`src/bmhrq_pkg.sv`:
```
// Package for the binary max-heap ready queue.
// Holds the sizing constants, operation and status codes and the entry and command types.
// Has no dependencies.
package bmhrq_pkg;

  localparam int DEPTH = 16;
  localparam int IDX_W = (DEPTH > 1) ? $clog2(DEPTH) : 1;
  localparam int CNT_W = $clog2(DEPTH + 1);
  localparam int CW    = IDX_W + 2;

  localparam logic OP_PUSH = 1'b0;
  localparam logic OP_POP  = 1'b1;

  localparam logic [1:0] ST_OK    = 2'd0;
  localparam logic [1:0] ST_FULL  = 2'd1;
  localparam logic [1:0] ST_EMPTY = 2'd2;

  typedef struct packed {
    logic [7:0] prio;
    logic [7:0] task_id;
  } entry_t;

  typedef struct packed {
    logic   operation;
    entry_t entry;
  } cmd_t;

  function automatic logic [4:0] fill_of(input logic [CNT_W-1:0] c);
    logic [CNT_W+4:0] w;
    w = {5'b0, c};
    return w[4:0];
  endfunction

endpackage

```
`src/binary_max_heap_ready_queue_unit.sv`:
```
// Top level of the binary max-heap ready queue.
// Instantiates bmhrq_front and bmhrq_back; depends on bmhrq_pkg.
//
// Usage: each request transaction on req_valid/req_stall carries an operation
// (push of prio and task_id, or pop of the highest-priority entry) and yields
// exactly one response transaction on rsp_valid/rsp_stall with status,
// out_prio, out_task_id and the fill level after the operation.
// Requests land in a two-entry command queue, so up to two can be taken while
// an earlier one is still being processed or its response is still waiting.
// Operations run one at a time over a heap memory with one registered read
// port. A push climbs from the new leaf toward the root one level at a time,
// and a pop moves the last entry to the root and sifts it down toward a leaf.
// A full-heap push or an empty-heap pop answers without touching the heap.
// A stalled response holds its value and blocks the next operation from
// starting; the command queue keeps taking requests until it is full.
// Reset empties the heap and the command queue and drops any pending response.
module binary_max_heap_ready_queue_unit import bmhrq_pkg::*; (
  input  logic       clk,
  input  logic       rst,
  input  logic       req_valid,
  output logic       req_stall,
  input  logic       operation,
  input  logic [7:0] prio,
  input  logic [7:0] task_id,
  output logic       rsp_valid,
  input  logic       rsp_stall,
  output logic [1:0] status,
  output logic [7:0] out_prio,
  output logic [7:0] out_task_id,
  output logic [4:0] fill
);

  logic cmd_valid;
  logic cmd_take;
  cmd_t cmd;

  bmhrq_front u_front (
    .clk       (clk),
    .rst       (rst),
    .req_valid (req_valid),
    .req_stall (req_stall),
    .operation (operation),
    .prio      (prio),
    .task_id   (task_id),
    .cmd_valid (cmd_valid),
    .cmd_take  (cmd_take),
    .cmd       (cmd)
  );

  bmhrq_back u_back (
    .clk         (clk),
    .rst         (rst),
    .cmd_valid   (cmd_valid),
    .cmd_take    (cmd_take),
    .cmd         (cmd),
    .rsp_valid   (rsp_valid),
    .rsp_stall   (rsp_stall),
    .status      (status),
    .out_prio    (out_prio),
    .out_task_id (out_task_id),
    .fill        (fill)
  );

endmodule

```
`src/bmhrq_front.sv`:
```
// Front end of the heap queue: accepts request transactions and queues them as commands.
// A two-entry queue lets requests be taken while the back end is busy.
// Depends on bmhrq_pkg.
module bmhrq_front import bmhrq_pkg::*; (
  input  logic       clk,
  input  logic       rst,
  input  logic       req_valid,
  output logic       req_stall,
  input  logic       operation,
  input  logic [7:0] prio,
  input  logic [7:0] task_id,
  output logic       cmd_valid,
  input  logic       cmd_take,
  output cmd_t       cmd
);

  cmd_t       q [2];
  logic       wp;
  logic       rp;
  logic [1:0] n;
  logic       push;
  logic       pop;
  cmd_t       incoming;

  assign req_stall = n[1];
  assign cmd_valid = (n != 2'd0);
  assign cmd       = q[rp];
  assign push      = req_valid && !req_stall;
  assign pop       = cmd_valid && cmd_take;

  always_comb begin
    incoming.operation     = (operation == OP_POP) ? OP_POP : OP_PUSH;
    incoming.entry.prio    = (operation == OP_POP) ? 8'd0 : prio;
    incoming.entry.task_id = (operation == OP_POP) ? 8'd0 : task_id;
  end

  always_ff @(posedge clk) begin
    if (push) begin
      q[wp] <= incoming;
    end
    if (rst) begin
      wp <= 1'b0;
      rp <= 1'b0;
      n  <= 2'd0;
    end else begin
      if (push) begin
        wp <= ~wp;
      end
      if (pop) begin
        rp <= ~rp;
      end
      n <= n + {1'b0, push} - {1'b0, pop};
    end
  end

endmodule

```
`src/bmhrq_back.sv`:
```
// Back end of the heap queue: runs push and pop sifts over the heap memory.
// Owns the heap storage, the entry count and the registered response.
// Depends on bmhrq_pkg.
module bmhrq_back import bmhrq_pkg::*; (
  input  logic       clk,
  input  logic       rst,
  input  logic       cmd_valid,
  output logic       cmd_take,
  input  cmd_t       cmd,
  output logic       rsp_valid,
  input  logic       rsp_stall,
  output logic [1:0] status,
  output logic [7:0] out_prio,
  output logic [7:0] out_task_id,
  output logic [4:0] fill
);

  localparam logic [3:0] S_IDLE      = 4'd0;
  localparam logic [3:0] S_UP_RD     = 4'd1;
  localparam logic [3:0] S_UP_CMP    = 4'd2;
  localparam logic [3:0] S_POP_TOP   = 4'd3;
  localparam logic [3:0] S_POP_LAST  = 4'd4;
  localparam logic [3:0] S_POP_MOVED = 4'd5;
  localparam logic [3:0] S_DN_CHK    = 4'd6;
  localparam logic [3:0] S_DN_L      = 4'd7;
  localparam logic [3:0] S_DN_R      = 4'd8;
  localparam logic [3:0] S_DN_CMP    = 4'd9;

  entry_t mem [DEPTH];
  entry_t rdata;

  logic [3:0]       state, state_next;
  logic [CNT_W-1:0] cnt, cnt_next;
  logic [IDX_W-1:0] idx, idx_next;
  logic [IDX_W-1:0] cidx, cidx_next;
  entry_t           ent, ent_next;
  entry_t           top, top_next;
  entry_t           child, child_next;
  logic             rsp_valid_next;
  logic [1:0]       status_next;
  logic [7:0]       out_prio_next;
  logic [7:0]       out_task_id_next;
  logic [4:0]       fill_next;

  logic [IDX_W-1:0] rd_addr;
  logic             wr_en;
  logic [IDX_W-1:0] wr_addr;
  entry_t           wr_data;

  logic [IDX_W-1:0] up_parent;
  logic [CW-1:0]    left_w;
  logic [CW-1:0]    right_w;
  logic [CW-1:0]    cnt_w;
  logic             has_left;
  logic             has_right;

  assign up_parent = (idx - 1'b1) >> 1;
  assign left_w    = {1'b0, idx, 1'b0} + CW'(1);
  assign right_w   = left_w + CW'(1);
  assign cnt_w     = CW'(cnt);
  assign has_left  = left_w < cnt_w;
  assign has_right = right_w < cnt_w;

  always_comb begin
    state_next       = state;
    cnt_next         = cnt;
    idx_next         = idx;
    cidx_next        = cidx;
    ent_next         = ent;
    top_next         = top;
    child_next       = child;
    rsp_valid_next   = rsp_valid;
    status_next      = status;
    out_prio_next    = out_prio;
    out_task_id_next = out_task_id;
    fill_next        = fill;
    cmd_take         = 1'b0;
    rd_addr          = '0;
    wr_en            = 1'b0;
    wr_addr          = idx;
    wr_data          = ent;

    if (rsp_valid && !rsp_stall) begin
      rsp_valid_next = 1'b0;
    end

    unique case (state)
      S_IDLE: begin
        if (cmd_valid && !rsp_valid) begin
          cmd_take = 1'b1;
          if (cmd.operation == OP_PUSH) begin
            if (cnt == CNT_W'(DEPTH)) begin
              rsp_valid_next   = 1'b1;
              status_next      = ST_FULL;
              out_prio_next    = 8'd0;
              out_task_id_next = 8'd0;
              fill_next        = fill_of(cnt);
            end else begin
              ent_next   = cmd.entry;
              idx_next   = cnt[IDX_W-1:0];
              cnt_next   = cnt + 1'b1;
              state_next = S_UP_RD;
            end
          end else begin
            if (cnt == '0) begin
              rsp_valid_next   = 1'b1;
              status_next      = ST_EMPTY;
              out_prio_next    = 8'd0;
              out_task_id_next = 8'd0;
              fill_next        = fill_of(cnt);
            end else begin
              cnt_next   = cnt - 1'b1;
              state_next = S_POP_TOP;
            end
          end
        end
      end
      S_UP_RD: begin
        if (idx == '0) begin
          wr_en            = 1'b1;
          rsp_valid_next   = 1'b1;
          status_next      = ST_OK;
          out_prio_next    = 8'd0;
          out_task_id_next = 8'd0;
          fill_next        = fill_of(cnt);
          state_next       = S_IDLE;
        end else begin
          rd_addr    = up_parent;
          state_next = S_UP_CMP;
        end
      end
      S_UP_CMP: begin
        wr_en = 1'b1;
        if (rdata.prio >= ent.prio) begin
          rsp_valid_next   = 1'b1;
          status_next      = ST_OK;
          out_prio_next    = 8'd0;
          out_task_id_next = 8'd0;
          fill_next        = fill_of(cnt);
          state_next       = S_IDLE;
        end else begin
          wr_data    = rdata;
          idx_next   = up_parent;
          state_next = S_UP_RD;
        end
      end
      S_POP_TOP: begin
        rd_addr    = '0;
        state_next = S_POP_LAST;
      end
      S_POP_LAST: begin
        top_next   = rdata;
        rd_addr    = cnt[IDX_W-1:0];
        state_next = S_POP_MOVED;
      end
      S_POP_MOVED: begin
        ent_next   = rdata;
        idx_next   = '0;
        state_next = S_DN_CHK;
      end
      S_DN_CHK: begin
        if (!has_left) begin
          wr_en            = 1'b1;
          rsp_valid_next   = 1'b1;
          status_next      = ST_OK;
          out_prio_next    = top.prio;
          out_task_id_next = top.task_id;
          fill_next        = fill_of(cnt);
          state_next       = S_IDLE;
        end else begin
          rd_addr    = left_w[IDX_W-1:0];
          state_next = S_DN_L;
        end
      end
      S_DN_L: begin
        child_next = rdata;
        cidx_next  = left_w[IDX_W-1:0];
        if (has_right) begin
          rd_addr    = right_w[IDX_W-1:0];
          state_next = S_DN_R;
        end else begin
          state_next = S_DN_CMP;
        end
      end
      S_DN_R: begin
        if (rdata.prio > child.prio) begin
          child_next = rdata;
          cidx_next  = right_w[IDX_W-1:0];
        end
        state_next = S_DN_CMP;
      end
      S_DN_CMP: begin
        wr_en = 1'b1;
        if (ent.prio >= child.prio) begin
          rsp_valid_next   = 1'b1;
          status_next      = ST_OK;
          out_prio_next    = top.prio;
          out_task_id_next = top.task_id;
          fill_next        = fill_of(cnt);
          state_next       = S_IDLE;
        end else begin
          wr_data    = child;
          idx_next   = cidx;
          state_next = S_DN_CHK;
        end
      end
      default: begin
        state_next = S_IDLE;
      end
    endcase
  end

  always_ff @(posedge clk) begin
    rdata <= mem[rd_addr];
    if (wr_en) begin
      mem[wr_addr] <= wr_data;
    end
  end

  always_ff @(posedge clk) begin
    idx         <= idx_next;
    cidx        <= cidx_next;
    ent         <= ent_next;
    top         <= top_next;
    child       <= child_next;
    status      <= status_next;
    out_prio    <= out_prio_next;
    out_task_id <= out_task_id_next;
    fill        <= fill_next;
    if (rst) begin
      state     <= S_IDLE;
      cnt       <= '0;
      rsp_valid <= 1'b0;
    end else begin
      state     <= state_next;
      cnt       <= cnt_next;
      rsp_valid <= rsp_valid_next;
    end
  end

endmodule

```
`config.mk`:
```
export PLATFORM = sky130hd
export DESIGN_NAME = binary_max_heap_ready_queue_unit
export DESIGN_NICKNAME = d
export VERILOG_FILES = /design/src/bmhrq_pkg.sv /design/src/binary_max_heap_ready_queue_unit.sv /design/src/bmhrq_front.sv /design/src/bmhrq_back.sv
export SDC_FILE = /design/constraint.sdc
export NUM_CORES = 1
export LEC_CHECK = 0
export BUFFER_PORTS_ARGS = -buffer_cell sky130_fd_sc_hd__buf_2
export CAP_MARGIN = 20
export CORE_MARGIN = 4
export CORE_UTILIZATION = 40
export DETAILED_ROUTE_END_ITERATION = 10
export GPL_ROUTABILITY_DRIVEN = 0
export PLACE_DENSITY = 0.58
export SYNTH_ARGS = -nofsm -noshare
export SYNTH_HDL_FRONTEND = slang
export SYNTH_SLANG_ARGS = --single-unit
```
`constraint.sdc`:
```
create_clock -name clk -period 4.55 [get_ports clk]
set_clock_uncertainty 0.15 [all_clocks]
set_input_delay 0.91 -clock clk [delete_from_list [all_inputs] [get_ports clk]]
set_output_delay 0.91 -clock clk [all_outputs]
set_load 0.02 [all_outputs]
```
# Word level (Yosys, flattened, before mapping)

Memories as Yosys holds them, arrays and structs flattened. A register that Yosys moved wholly into a read port is not among the register bits.
Index checks and enable logic that the tools add are counted.

Mux-type cells: 88
Order comparisons: 5
Bitwise gates (word level): 2
Reduce and logical (&&, ||, !) cells: 22
Eq/ne operators: 26
$add $sub $neg: 7

Operator list:

| operator                                                         | number |
|---|---|
| 16-bit 2-to-1 mux                                                | 6 |
| 8-bit 2-to-1 mux                                                 | 12 |
| 16-bit one-hot mux with 2 select lines                           | 3 |
| 8-bit one-hot mux with 5 select lines                            | 2 |
| 5-bit 2-to-1 mux                                                 | 11 |
| 4-bit 2-to-1 mux                                                 | 12 |
| 4-bit one-hot mux with 10 select lines                           | 1 |
| 4-bit one-hot mux with 4 select lines                            | 2 |
| 5-bit one-hot mux with 5 select lines                            | 1 |
| 1-bit 2-to-1 mux                                                 | 22 |
| 2-bit 2-to-1 mux                                                 | 9 |
| 4-bit by 3-bit == test with 1-bit output (second input constant) | 4 |
| 8-bit greater-or-equal comparator                                | 2 |
| 6-bit by 5-bit < comparator with 1-bit output                    | 2 |
| 2-bit by 1-bit != test with 1-bit output (second input constant) | 6 |
| 2-bit != test (second input constant)                            | 6 |
| 2-bit one-hot mux with 5 select lines                            | 1 |
| 3-bit 2-to-1 mux                                                 | 3 |
| 4-bit by 2-bit == test with 1-bit output (second input constant) | 2 |
| 4-bit == test (second input constant)                            | 2 |
| 8-bit > comparator                                               | 1 |
| 4-bit zero test                                                  | 2 |
| 4-bit one-hot mux with 2 select lines                            | 1 |
| 4-bit AND reduction                                              | 2 |
| 26 further kinds                                                 | 35 |

Memories: 2
Memory bits (writable): 290
Output and inout port bits: 25
Word-level logic and storage cells: 170
Register bits after elaboration: 93
Input port bits: 21

Memories:

| memory     | depth | width | read ports | clocked after Yosys merged registers in | write ports | line              | source |
|---|---|---|---|---|---|---|---|
| u_back.mem | 16    | 16    | 1          | 1                                       | 1           | bmhrq_back.sv:29  | `entry_t mem [DEPTH];` |
| u_front.q  | 2     | 17    | 1          | 1                                       | 1           | bmhrq_front.sv:17 | `cmd_t q [2];` |

# Logic depth before layout (Yosys ltp)

Gate-level depths: netlist of the first run.

Depth after elaboration: 7
Depth in mapped cells: 15

# By module

From an unflattened synthesis of the first run, not the netlist that was laid out.

Cell total of the unflattened synthesis: 1,119
Area, all modules: 17,070.1 um^2

By module, submodules not included:

| module      | instances | area an instance (um^2) | cells each |
|---|---|---|---|
| bmhrq_back  | 1         | 15,483.6                | 1,022 |
| bmhrq_front | 1         | 1,586.5                 | 97 |

# Least setup slack after synthesis of the first run

No wires, ideal clock.

Path kind: reg-to-reg
From: register u_back.idx[0]
To: register u_back.fill[0], enable pin
Required time: 3,930 ps
Path buffers: 1
Path slack: -136 ps
Arrival: 4,067 ps
Cell stages (with the launch flop): 9
Setup time: 470 ps
Cell sequence: edfxtp_1 > clkbuf_1 > inv_1 > ha_1 > nand2b_1 > a21oi_1 > nor4b_1 > nor3_1 > nor4b_1

Word-level cells in the longest chain between the ends: 4
Elaborated cells between the ends (all ways): 6

RTL lines:

| item                                          | line              | source |
|---|---|---|
| start: declaration                            | bmhrq_back.sv:34  | `logic [IDX_W-1:0] idx, idx_next;` |
| start signal: assignment                      | bmhrq_back.sv:221 | `idx <= idx_next;` |
| 5-bit by 1-bit adder with 6-bit output        | bmhrq_back.sv:58  | `assign left_w = {1'b0, idx, 1'b0} + CW'(1);` |
| 6-bit by 5-bit < comparator with 1-bit output | bmhrq_back.sv:61  | `assign has_left = left_w < cnt_w;` |
| 2-bit != test (no source line)                | --                |  |
| 8-bit AND reduction (no source line) *        | --                |  |
| end signal: assignment                        | bmhrq_back.sv:229 | `fill <= fill_next;` |
| end: declaration                              | bmhrq_back.sv:15  | `output logic [4:0] fill` |

Mark *: on every way between the ends. The rest lies on a longest branch, timed or not.
A chain may end at the register's enable or synchronous reset.

==> results of run 1 <==
## critical path, cell delays in order, from the launching register on
cell	delay, ns
dfxtp_1	0.44
inv_1	0.11
ha_1	0.30
nand2b_1	0.14
a31oi_1	0.19
o21ai_0	0.13
o41a_1	0.39
a22oi_1	0.36
o21ai_2	0.35
a222oi_1	0.71
inv_1	0.39
## synth_stat cells (2+ instances only)
cell type | number | area, um^2
a211oi_1 | 2 | 15.0
or3_1 | 3 | 18.8
xor2_1 | 5 | 43.8
mux2_2 | 32 | 360
and3_1 | 2 | 12.5
a31oi_1 | 4 | 25.0
buf_2 | 24 | 120
a21o_1 | 4 | 30.0
clkbuf_1 | 21 | 78.8
nor2b_1 | 41 | 257
edfxtp_1 | 369 | 11100
nor2_1 | 44 | 165
dfxtp_1 | 31 | 621
inv_1 | 46 | 173
nor4b_1 | 2 | 17.5
nand4_1 | 3 | 18.8
a22oi_1 | 20 | 150
and2_1 | 3 | 18.8
nand3_1 | 24 | 120
ha_1 | 41 | 513
o211ai_1 | 34 | 255
nand2b_1 | 8 | 50.1
a221oi_1 | 5 | 43.8
nor2_4 | 2 | 22.5
nand2_1 | 74 | 278
buf_4 | 3 | 22.5
xnor2_1 | 11 | 96.3
a21oi_1 | 15 | 75.1
mux2i_1 | 146 | 1460
a222oi_1 | 17 | 170
nor3_1 | 11 | 55.1
o21ai_0 | 29 | 145
## worst paths after layout
kind / start / end / slack (ns)
max: u_back.rdata[8] / u_back.mem[4][11] / 0.53
min: u_back.cnt[4] / u_back.fill[4] / 0.28
max reg2reg: u_back.rdata[8] / u_back.mem[4][11] / 0.53
min reg2reg: u_back.cnt[4] / u_back.fill[4] / 0.28
## cell families (layout without fill, tap and decap cells)
logic type / count (synthesis) / count (layout) / synth area share, %
DFF: 400 / 400 / 70.0
muxes: 178 / 178 / 10.9
and+or+nand+nor: 222 / 222 / 6.44
xor gates and xnor gates: 16 / 16 / 0.838
adders and majority gates: 42 / 42 / 3.19
AOI/OAI and AO/OA: 144 / 144 / 6.28
buffers and inverters: 95 / 211 / 2.38
## metrics by stage
| stage | power, uW | setup slack, ns |
|---|---|---|
| after detailed placement | 8490 | 0.424 |
| after floorplan | 7320 | 0.804 |
| after global routing | 12400 | 0.241 |
| after CTS | 11900 | 0.420 |
| final | 11800 | 0.529 |
| after global placement | 8450 | 0.579 |
## cell type report
cell class / count / area [um^2]
Inverter: 46 / 173
Multi-Input combinational cell: 602 / 4690
Timing Repair Buffer: 89 / 693
Clock buffer: 55 / 1120
Tap cell: 532 / 666
Clock inverter: 21 / 256
Sequential cell: 400 / 11700
Fill cell: 3566 / 21800
## per-layer routing
| layer | global-route usage, % | vias to the layer above | wire length [um] |
|---|---|---|---|
| met5 | 0 | - | 0 |
| met4 | 4.53 | 0 | 673 |
| met3 | 2.73 | 56 | 1760 |
| met2 | 26.1 | 225 | 17600 |
| met1 | 24.3 | 4708 | 17500 |
| li1 | - | 4354 | - |
## state kept, by name (all words and copies together), names as in the netlist, 8 cells and up, named ones only
| signal | cells |
|---|---|
| u_back.out_task_id | 8 |
| u_back.child | 16 |
| u_back.out_prio | 8 |
| u_back.ent | 16 |
| u_back.top | 16 |
| u_back.rdata | 16 |
| u_front.q | 34 |
| u_back.mem | 256 |
## power by group through the flow
stage               Clock, uW  Sequential, uW  Combinational, uW
floorplan                   0            5360               1960
global placement            0            5370               3080
detailed placement          0            5380               3110
CTS                      3490            5300               3130
global route             3640            5340               3430
finish                   3410            5290               3100
==> out/results.txt, run 1 <==
For the final total negative setup slack, the log shows 0 ns. The library cell used most frequently in the layout, excluding fill and tap cells, is edfxtp_1. The logs give 97 for the largest net degree at the start of global routing and 1745 for the final standard cell count with taps included and fillers excluded. The fraction of final layout cells with drive strength greater than 1 came out at 16.7%. The cell area reported after detailed placement came out at 17900 um^2. For this configuration, the core starts out at a cell density of 40.7%.

The number of I/O port buffers works out to 45. Initial antenna violation count: 0. 46 I/O pins were placed.

After floorplanning, the core was divided into 74 placement rows. The logs give 0.55 ns for the insertion delay to the later sink of the worst-skew pair and 0 for the number of antenna diodes. The flow ran to the end, and the final reports show no timing, DRC or antenna violations.

After the last flow step, the layout net total stands at 1243. The kind of end point of the critical path is a flop. Cells fill 47.0% of the core in the end. Counting tap cells, the placed design contains a total of 1669 instances. The class of the worst hold path is reg2reg. Dividing the final minimum period by the clock period gives 88.4%. In this run the standard cell core region covers 41100 um^2. Of the total power, the share spent switching nets is 31.4%.

The combinational cell fraction of total power is 26.3%. Synthesis produced a netlist with a net count of 1160. For the count of final max-slew check failures, the log shows 0. The synthesized netlist contains 53 unique library cells. The number of instances on the worst hold path was 0; the highest ir drop seen on vdd was 327 uV. The worst setup path is of the reg2reg kind. The clock passes through at most 3 buffers.

For this block, the initial DRC count from the detailed router was 819. Of all nets on the critical path, the largest fanout is 16. Setup repair after global routing left no endpoint under its margin. For the total global routing overflow, the log shows 0.

The die covers 45100 um^2. The total half-perimeter wirelength after legalization and detailed placement came out at 22.4 mm. The tools report the share of power burned in registers as 44.9%. The clock network accounts for 28.9% of the total power. Number of endpoints with negative hold slack in the final report: 0. The peak clock frequency supported by timing is 249 MHz. The average cell area after synthesis works out to 15.2 um^2. The first detailed-routing pass took 6 iterations.

The tools report the switching power total as 3700 uW. Leaving out fill and tap cells, the most frequent cells in the layout are edfxtp_1 (369), mux2i_1 (146), nand2_1 (74). The first global-routing pass estimated 56.9 mm of wire. The logs give 9343 for the via count of the routed design and 16700 um^2 for the synthesized area. The tree is rooted in a clkbuf_16. Hold repair after CTS inserted 0 buffers. Clock tree synthesis found a total of 400 sinks. Measured in cells, the most critical reg-to-reg path has a length of 10.

After detailed routing, the total wire length is 37.5 mm. After synthesis, the share of flip-flops with an asynchronous set or reset is 0%. TritonCTS built the clock tree. The tools report the kind of start point of the critical path as a flop.

Clock-pin slew was measured on the worst setup and hold paths at 0.06 ns. After routing the design area is 19300 um^2. In the synthesized netlist, the number of instances is 1097. The tools report the number of global-route vias before repair as 9330. The sequential area share after synthesis was 70.0%; the mean number of vias per cell was 5.35. The final routed wire length divided by cell count is 21.5 um. At the pin with the least slew margin, the transition time is 0.916 ns. The post-cts gate resize count is 0.

Data on the critical path arrives at its endpoint at 4.07 ns. The number of violations of the max-capacitance limit is 0, and the post-CTS setup repair buffer count is 0. The minimum clock period after layout came out at 4.02 ns. Power spread over the standard cell area amounts to 611 nW/um^2.

The tools report the number of buffers added by the clock tree synthesis step as 41. Leakage power figure: 0.00714 uW. For this run, the leading register cell type out of synthesis is edfxtp_1. Area growth from synthesis to layout: 15.4%.

The DRC violations left is 0, and the chip width is 212 um. Setup violations remaining at the end of the flow were counted as 0. The worst pin sits at a relative slew slack of 38.9%. Die outline height: 212 um. Yosys printed 0 warnings.

For the worst setup path, the data required time is 4.59 ns. Global routing used 16.7% of the available tracks across all layers. The post-route antenna net violation count was 0; the smallest hold slack was 0.283 ns. The total of flip-flops plus latches after synthesis is 400.

Counting flops with a built-in enable in the synthesized netlist gives 369. The logs give 8100 uW for the internal power summed over all cells and 2 for the number of H-tree levels.
Power figures use the tool's default switching activity.
==> run 2, diff against run 1 <==
Settings changed: CORE_ASPECT_RATIO set to 1.2, PLACE_DENSITY 0.58 to 0.56.
Clock period 4.55 ns to 4.6 ns, I/O delays scaled along.
==> run 2 against run 1 <==
Design area fell by 0.19%. Critical path type unchanged. Utilization barely moved. Total power fell by 1.7%. Sequential power fell by 1%. Largest cell class unchanged. Clock-buffer cell count rose by 2. Critical path depth did not move. Register-to-register slack got worse by 0.07 ns. Clock power fell by 6.2%. Highest routed layer unchanged. Non-clock buffer count rose by 13. Routed wire length rose by 0.91%.
==> out/results.txt, run 2 (same netlist as run 1, synthesis figures left out) <==
The tools report the root buffer cell as clkbuf_16 (unchanged). Number of antenna diodes: 0 (unchanged). The number of failing setup endpoints in the final timing report is 0 (unchanged), and the number of flip-flops in the largest register is 256 (unchanged). Hold-critical path endpoint: u_back.fill[4] (unchanged). The transition time at the pin with the least slew margin was 1.02 ns (was 0.916 ns).

The tools report the number of H-tree levels as 2 (unchanged). The run gives 4.43 ns (was 4.07 ns) as the critical path data arrival time. The cell area power density is 602 nW/um^2 (was 611 nW/um^2), and the die outline height is 232 um (was 212 um).

Total length of routed wires: 37.9 mm (was 37.5 mm). The mean number of vias per cell was 5.27 (was 5.35); the number of violations of the max-capacitance limit was 0 (unchanged). The largest net degree at the start of global routing came out at 55 (was 97). The number of cell instances on the worst register-to-register path came out at 10 (unchanged).

The critical hold path startpoint was u_back.cnt[4] (unchanged). Final routed wire length divided by cell count: 21.5 um (about the same). The number of top-level pins was 46 (unchanged); the minimum clock period after layout was 4.14 ns (was 4.02 ns). The logs give 0.46 ns (was 0.53 ns) for the setup slack of the worst register-to-register path and 1256 (was 1243) for the total number of nets in the final design. Commonest cells after routing, fill and taps aside: edfxtp_1 (369), mux2i_1 (146), nand2_1 (74) (unchanged). Register with the highest flop count: u_back.mem (unchanged).

The first-iteration detailed-routing DRC count came out at 627 (was 819). The switching power total came out at 3710 uW (was 3700 uW). The tools report the count of final max-slew check failures as 0 (unchanged).

The critical path's top delay family was simple AND/OR/NAND/NOR gates (was compound AO/OA/AOI/OAI gates). The switching fraction of total power was 31.9% (was 31.4%); the internal power summed over all cells was 7900 uW (was 8100 uW). Setup repair after global routing left no endpoint under its margin. The run finished with clean final reports.

The area growth from synthesis to layout was 15.2% (was 15.4%); the post-CTS setup repair buffer count was 0 (unchanged). The number of buffer and inverter instances along the worst setup path was 2 (unchanged); the maximum root-to-sink buffer count was 3 (unchanged). For the number of endpoints with negative hold slack in the final report, the log shows 0 (unchanged). The peak clock frequency supported by timing was 241 MHz (was 249 MHz). Fraction of power consumed by the clock network: 27.5% (was 28.9%). The kind of start point of the critical path was a flop (unchanged).

The delay of the slowest critical-path stage is 0.79 ns (was 0.71 ns). The most frequent standard cell in the layout excluding fill and tap cells is edfxtp_1 (unchanged). The insertion delay to the later sink of the worst-skew pair came out at 0.53 ns (was 0.55 ns). The leakage power figure came out at 0.00715 uW (was 0.00714 uW). Die footprint: 45100 um^2 (about the same). The run gives 0 (unchanged) as the post-route antenna net violation count. For the combinational cell fraction of total power, the log shows 27.4% (was 26.3%). The cell repeated most along the worst path is ha_1 (was inv_1). The class of the worst hold path was reg2reg (unchanged).

Fraction of final layout cells with drive strength greater than 1: 18.1% (was 16.7%). Total routing usage reported by global routing: 16.6% (was 16.7%). The share of power burned in registers is 45.1% (was 44.9%), and the DRC violations left is 0 (unchanged). The smallest hold slack was 0.279 ns (was 0.283 ns). Critical path start-end classification: reg2reg (unchanged).

For the minimum setup slack in the final design, the log shows 0.457 ns (was 0.529 ns). Library cell contributing the largest single delay on the critical path: nor2_1 (was a222oi_1). The kind of end point of the critical path was a flop (unchanged). The run gives 400 (unchanged) as the TritonCTS sink count. The endpoint required time on the critical path was 4.89 ns (was 4.59 ns); the chip width was 195 um (was 212 um). The highest ir drop seen on vdd is 349 uV (was 327 uV), and the number of buffers added by the clock tree synthesis step is 41 (unchanged). The wire length of the first global-routing pass is 57.5 mm (was 56.9 mm), and the via count of the routed design is 9285 (was 9343).

The share of the clock period used by the worst path after layout is 90.1% (was 88.4%). The logs give 0 (unchanged) for the post-cts gate resize count and 0 (unchanged) for the count of hold-fix buffers inserted at cts. The tools report the area of the core region as 41000 um^2 (was 41100 um^2). The number of iterations in the first detailed-routing pass was 5 (was 6). The run gives 0 (unchanged) as the initial antenna violation count.

Launching point of the worst reg2reg path: u_back.idx[0] (was u_back.rdata[8]). The number of I/O port buffers was 45 (unchanged). The total stage count of the critical path works out to 10 (unchanged).

The critical-path maximum fanout came out at 10 (was 16). The number of instances on the worst hold path was 0 (unchanged). The tools report the endpoint of the lowest-slack register-to-register path as u_back.rdata[8] (was u_back.mem[4][11]).

The final total negative setup slack came out at 0 ns (unchanged). The tools report the relative max-transition margin as 31.9% (was 38.9%). The run gives 9173 (was 9330) as the number of global-route vias before repair. Cell Chain, Critical Path: inv_1, ha_1, ha_1, o2111a_1, or4b_4, o211a_1, nor2_1, buf_4, a22oi_1, nand3_1 (was inv_1, ha_1, nand2b_1, a31oi_1, o21ai_0, o41a_1, a22oi_1, o21ai_2, a222oi_1, inv_1).

TritonCTS built the clock tree. Largest registers in the final layout: u_back.mem (256), u_front.q (34) (unchanged). The pre-CTS setup slack is 0.470 ns (was 0.424 ns), and the total global routing overflow is 0 (unchanged). The clock-pin slew reported for the worst setup and hold paths after clock tree synthesis is 0.06 ns (about the same), and the total half-perimeter wirelength after legalization and detailed placement is 23.9 mm (was 22.4 mm). For the initial core utilization, the log shows 40.7% (about the same). The placement row count is 81 (was 74).
-- run 2: changes by cell type in the layout (fill, tap and decap cells not counted), sizes merged --
| cell | change |
|---|---|
| clkinv | -1 |
| inv | -1 |
| bufinv | -3 |
| clkbuf | +2 |
| buf | +13 |
-- run 2: layer usage --
metal	vias to the layer above	global-route usage [%]	routed length [um]
met5	-	0	0
met2	196	28.4	18900
met1	4663	22.0	16400
met3	55	2.31	1420
li1	4371	-	-
met4	0	5.32	1080
-- run 2: worst max path at each step --
stage,start,slack (ns),endpoint
CTS,u_back.idx[0],0.43,u_back.rdata[8]
detailed placement,u_back.idx[0],0.47,u_back.rdata[8]
finish,u_back.idx[0],0.46,u_back.rdata[8]
floorplan,u_back.idx[0],0.85,u_back.mem[3][0]
global placement,u_back.idx[0],0.53,u_back.rdata[8]
global route,u_back.idx[0],0.34,u_back.rdata[8]
-- run 2: final cells by class --
| cell class | count | area (um^2) |
|---|---|---|
| Multi-Input combinational cell | 602 | 4710 |
| Inverter | 46 | 173 |
| Fill cell | 3541 | 21800 |
| Clock inverter | 16 | 144 |
| Tap cell | 539 | 674 |
| Timing Repair Buffer | 102 | 716 |
| Clock buffer | 57 | 1150 |
| Sequential cell | 400 | 11700 |
-- run 2: through the flow --
stage          total power, uW  util (%)  instance area, um^2  instances
2_1_floorplan             7240         -                16700       1097
3_3_place_gp              8470      43.8                18000       1688
3_5_place_dp              8530      43.8                18000       1689
4_1_cts                  11700      46.9                19300       1762
5_1_grt                  12200      46.9                19300       1762
6_report                 11600      46.9                19300       1762
-- run 2: power groups by stage --
stage	clock, uW	sequential [uW]	combinational [uW]
after floorplan	0	5310	1940
after global placement	0	5300	3170
after detailed placement	0	5310	3220
after CTS	3280	5240	3230
after global routing	3440	5270	3510
final	3200	5230	3180
==> run 3, diff against run 2 <==
Settings changed: CORE_UTILIZATION 40 to 60, PLACE_DENSITY 0.56 to 0.78.
==> run 3 against run 2 <==
Sequential share of layout area grew 1.1 points. Clock power is 2% lower. Clock-buffer cell count shrank 17. Total power is 1.5% lower. Worst setup slack better by 0.31 ns. First-iteration DRC count grew 72%. Global-route usage increased by 6.8 points. Critical path depth stayed put. Worst hold slack better by 0.0059 ns. Sequential cell count stayed put. Sequential power is essentially flat. Largest power group unchanged.
==> out/results.txt, run 3 (same netlist as run 1, synthesis figures left out) <==
The flow ran to the end, and the final reports show no timing, DRC or antenna violations. The logs give 0.00711 uW (was 0.00715 uW) for the leakage power figure and 54.7 mm (was 57.5 mm) for the wire length of the first global-routing pass. The run gives 261 MHz (was 241 MHz) as the peak clock frequency supported by timing.

The area growth from synthesis to layout is 13.2% (was 15.2%). TritonCTS built the clock tree. The number of instances on the worst hold path came out at 0 (unchanged). The total half-perimeter wirelength after legalization and detailed placement is 21.8 mm (was 23.9 mm), and the number of H-tree levels is 2 (unchanged). Critical path start-end classification: reg2reg (unchanged). The source of the critical timing path is u_back.rdata[8] (was u_back.idx[0]). The minimum clock period after layout is 3.83 ns (was 4.14 ns), and the fraction of final layout cells with drive strength greater than 1 is 16.9% (was 18.1%). The critical-path maximum fanout was 16 (was 10). Critical path's top delay family: compound AO/OA/AOI/OAI gates (was simple AND/OR/NAND/NOR gates). Cell repeated most along the worst path: inv_1 (was ha_1). The setup slack of the worst register-to-register path is 0.77 ns (was 0.46 ns). The number of endpoints with negative hold slack in the final report was 0 (unchanged); the total routing usage reported by global routing was 23.4% (was 16.6%). The delay of the slowest critical-path stage works out to 0.56 ns (was 0.79 ns). DRC violations left: 0 (unchanged). Cell area power density: 604 nW/um^2 (was 602 nW/um^2).

The number of flip-flops in the largest register was 256 (unchanged); the final total negative setup slack was 0 ns (unchanged). The tools report the smallest hold slack as 0.285 ns (was 0.279 ns). The tools report the number of iterations in the first detailed-routing pass as 5 (unchanged). The number of I/O port buffers works out to 45 (unchanged). The insertion delay to the later sink of the worst-skew pair is 0.53 ns (about the same), and the combinational cell fraction of total power is 26.9% (was 27.4%).

The transition time at the pin with the least slew margin was 1.05 ns (was 1.02 ns). The cell area reported after detailed placement came out at 17700 um^2 (was 18000 um^2). The launching point of the worst reg2reg path is u_back.rdata[8] (was u_back.idx[0]).

The final routed wire length divided by cell count works out to 23.1 um (was 21.5 um). The endpoint of the lowest-slack register-to-register path was u_back.mem[12][13] (was u_back.rdata[8]). The run gives 3630 uW (was 3710 uW) as the switching power total. The tools report the post-cts gate resize count as 0 (unchanged). The number of buffers added by the clock tree synthesis step was 38 (was 41). For the total global routing overflow, the log shows 0 (unchanged). The run gives 0 (unchanged) as the number of failing setup endpoints in the final timing report. The count of hold-fix buffers inserted at cts was 0 (unchanged). Hold-critical path endpoint: u_back.fill[4] (unchanged).

The area of the core region was 27300 um^2 (was 41000 um^2); the chip width was 160 um (was 195 um). The TritonCTS sink count came out at 400 (unchanged). The share of power burned in registers was 45.7% (was 45.1%); the number of top-level pins was 46 (unchanged). The library cell contributing the largest single delay on the critical path is a222oi_1 (was nor2_1).

The initial antenna violation count is 0 (unchanged), and the number of buffer and inverter instances along the worst setup path is 2 (unchanged). The placement row count came out at 66 (was 81). Largest registers in the final layout: u_back.mem (256), u_front.q (34) (unchanged). The kind of end point of the critical path is a flop (unchanged). The tools report the highest ir drop seen on vdd as 326 uV (was 349 uV). The first-iteration detailed-routing DRC count came out at 1076 (was 627). For the count of final max-slew check failures, the log shows 0 (unchanged). Relative max-transition margin: 30.0% (was 31.9%). The internal power summed over all cells is 7800 uW (was 7900 uW), and the number of violations of the max-capacitance limit is 0 (unchanged).

The largest net degree at the start of global routing came out at 97 (was 55). The number of antenna diodes is 0 (unchanged), and the fraction of power consumed by the clock network is 27.3% (was 27.5%). The critical hold path startpoint was u_back.cnt[4] (unchanged). The post-route antenna net violation count is 0 (unchanged), and the cell total after placement is 1479 (was 1689). The total number of nets in the final design came out at 1242 (was 1256).

Initial core utilization: 61.4% (was 40.7%). Number of global-route vias before repair: 9435 (was 9173). Cell Chain, Critical Path: inv_1, ha_1, nand2b_1, a31oi_1, o21ai_0, o41a_1, a22oi_1, o21ai_2, a222oi_1, inv_1 (was inv_1, ha_1, ha_1, o2111a_1, or4b_4, o211a_1, nor2_1, buf_4, a22oi_1, nand3_1).

The tools report the root buffer cell as clkbuf_16 (unchanged). The die footprint was 30600 um^2 (was 45100 um^2); the post-CTS setup repair buffer count was 0 (unchanged). The register with the highest flop count was u_back.mem (unchanged). The class of the worst hold path was reg2reg (unchanged). Commonest cells after routing, fill and taps aside: edfxtp_1 (369), mux2i_1 (146), nand2_1 (74) (unchanged). The critical path data arrival time was 3.86 ns (was 4.43 ns). Setup repair after global routing left no endpoint under its margin. The number of cell instances on the worst register-to-register path came out at 10 (unchanged). The run gives 18900 um^2 (was 19300 um^2) as the cell area after layout. The switching fraction of total power is 31.8% (was 31.9%). The die outline height is 191 um (was 232 um), and the clock-pin slew reported for the worst setup and hold paths after clock tree synthesis is 0.06 ns (about the same). Kind of start point of the critical path: a flop (unchanged). The final standard cell count with taps included and fillers excluded came out at 1549 (was 1762).

The mean number of vias per cell came out at 6.13 (was 5.27). The maximum root-to-sink buffer count was 3 (unchanged). The overall power came out at 11400 uW (was 11600 uW).

The via count of the routed design is 9496 (was 9285), and the share of the clock period used by the worst path after layout is 83.3% (was 90.1%). The endpoint required time on the critical path is 4.63 ns (was 4.89 ns). Most frequent standard cell in the layout excluding fill and tap cells: edfxtp_1 (unchanged). For the total length of routed wires, the log shows 35.8 mm (was 37.9 mm).
-- run 3: cell types whose count changed in the layout (fill, tap and decap cells not counted), moves of 2 or more --
cell / previous run / this run
buf_12: 5 / 7
buf_4: 52 / 38
bufinv_16: 2 / 4
clkbuf_1: 10 / 0
clkbuf_16: 41 / 38
clkbuf_8: 6 / 2
clkinv_1: 2 / 6
clkinv_4: 0 / 4
inv_6: 0 / 3
nor2_1: 31 / 41
nor2_2: 14 / 4
-- run 3: final cells by class --
type | count | area (um^2)
clock buffers | 40 | 978
clock inverters | 30 | 285
repair buffers | 91 | 678
multi-input cells | 602 | 4690
well taps | 340 | 425
fillers | 1763 | 8320
inverters | 46 | 173
flip-flops and latches | 400 | 11700
-- run 3: worst reg2reg max path, stage by stage, from the launching register on --
cell      delay [ns]
dfxtp_1         0.47
inv_1           0.12
ha_1            0.32
nand2b_1        0.16
a31oi_1         0.19
o21ai_0         0.13
o41a_1          0.37
a22oi_1         0.32
o21ai_2         0.33
a222oi_1        0.57
inv_1           0.35
-- run 3: layer usage --
metal / track usage [%] / up-vias / share of wire (%)
met3: 3.55 / 80 / 6.4
met1: 30.0 / 4689 / 39
met2: 41.4 / 375 / 51
li1: - / 4352 / -
met4: 7.25 / 0 / 3.1
met5: 0 / - / 0
-- run 3: power by group through the flow --
stage	Sequential, uW	Clock [uW]	Combinational [uW]
after floorplan	5310	0	1940
after global placement	5280	0	2940
after detailed placement	5290	0	3050
after CTS	5220	3170	3070
after global routing	5270	3340	3360
final	5230	3130	3080
-- run 3: per-stage QoR --
| stage | util [%] | worst slack [ns] |
|---|---|---|
| finish | 69.5 | 0.769 |
| global route | 69.5 | 0.447 |
| CTS | 69.5 | 0.757 |
| detailed placement | 64.8 | 0.822 |
| global placement | 64.7 | 0.860 |
| floorplan | - | 0.854 |
-- run 3: worst max-delay path by stage --
stage                                    end  slack, ns  cells after the start
final                     u_back.mem[12][13]       0.77                     10
after global routing       u_back.mem[14][4]       0.45                     10
after CTS                  u_back.mem[14][4]       0.76                     10
after detailed placement   u_back.mem[12][4]       0.82                     10
after global placement      u_back.mem[4][4]       0.86                     10
after floorplan             u_back.mem[3][0]       0.85                     11
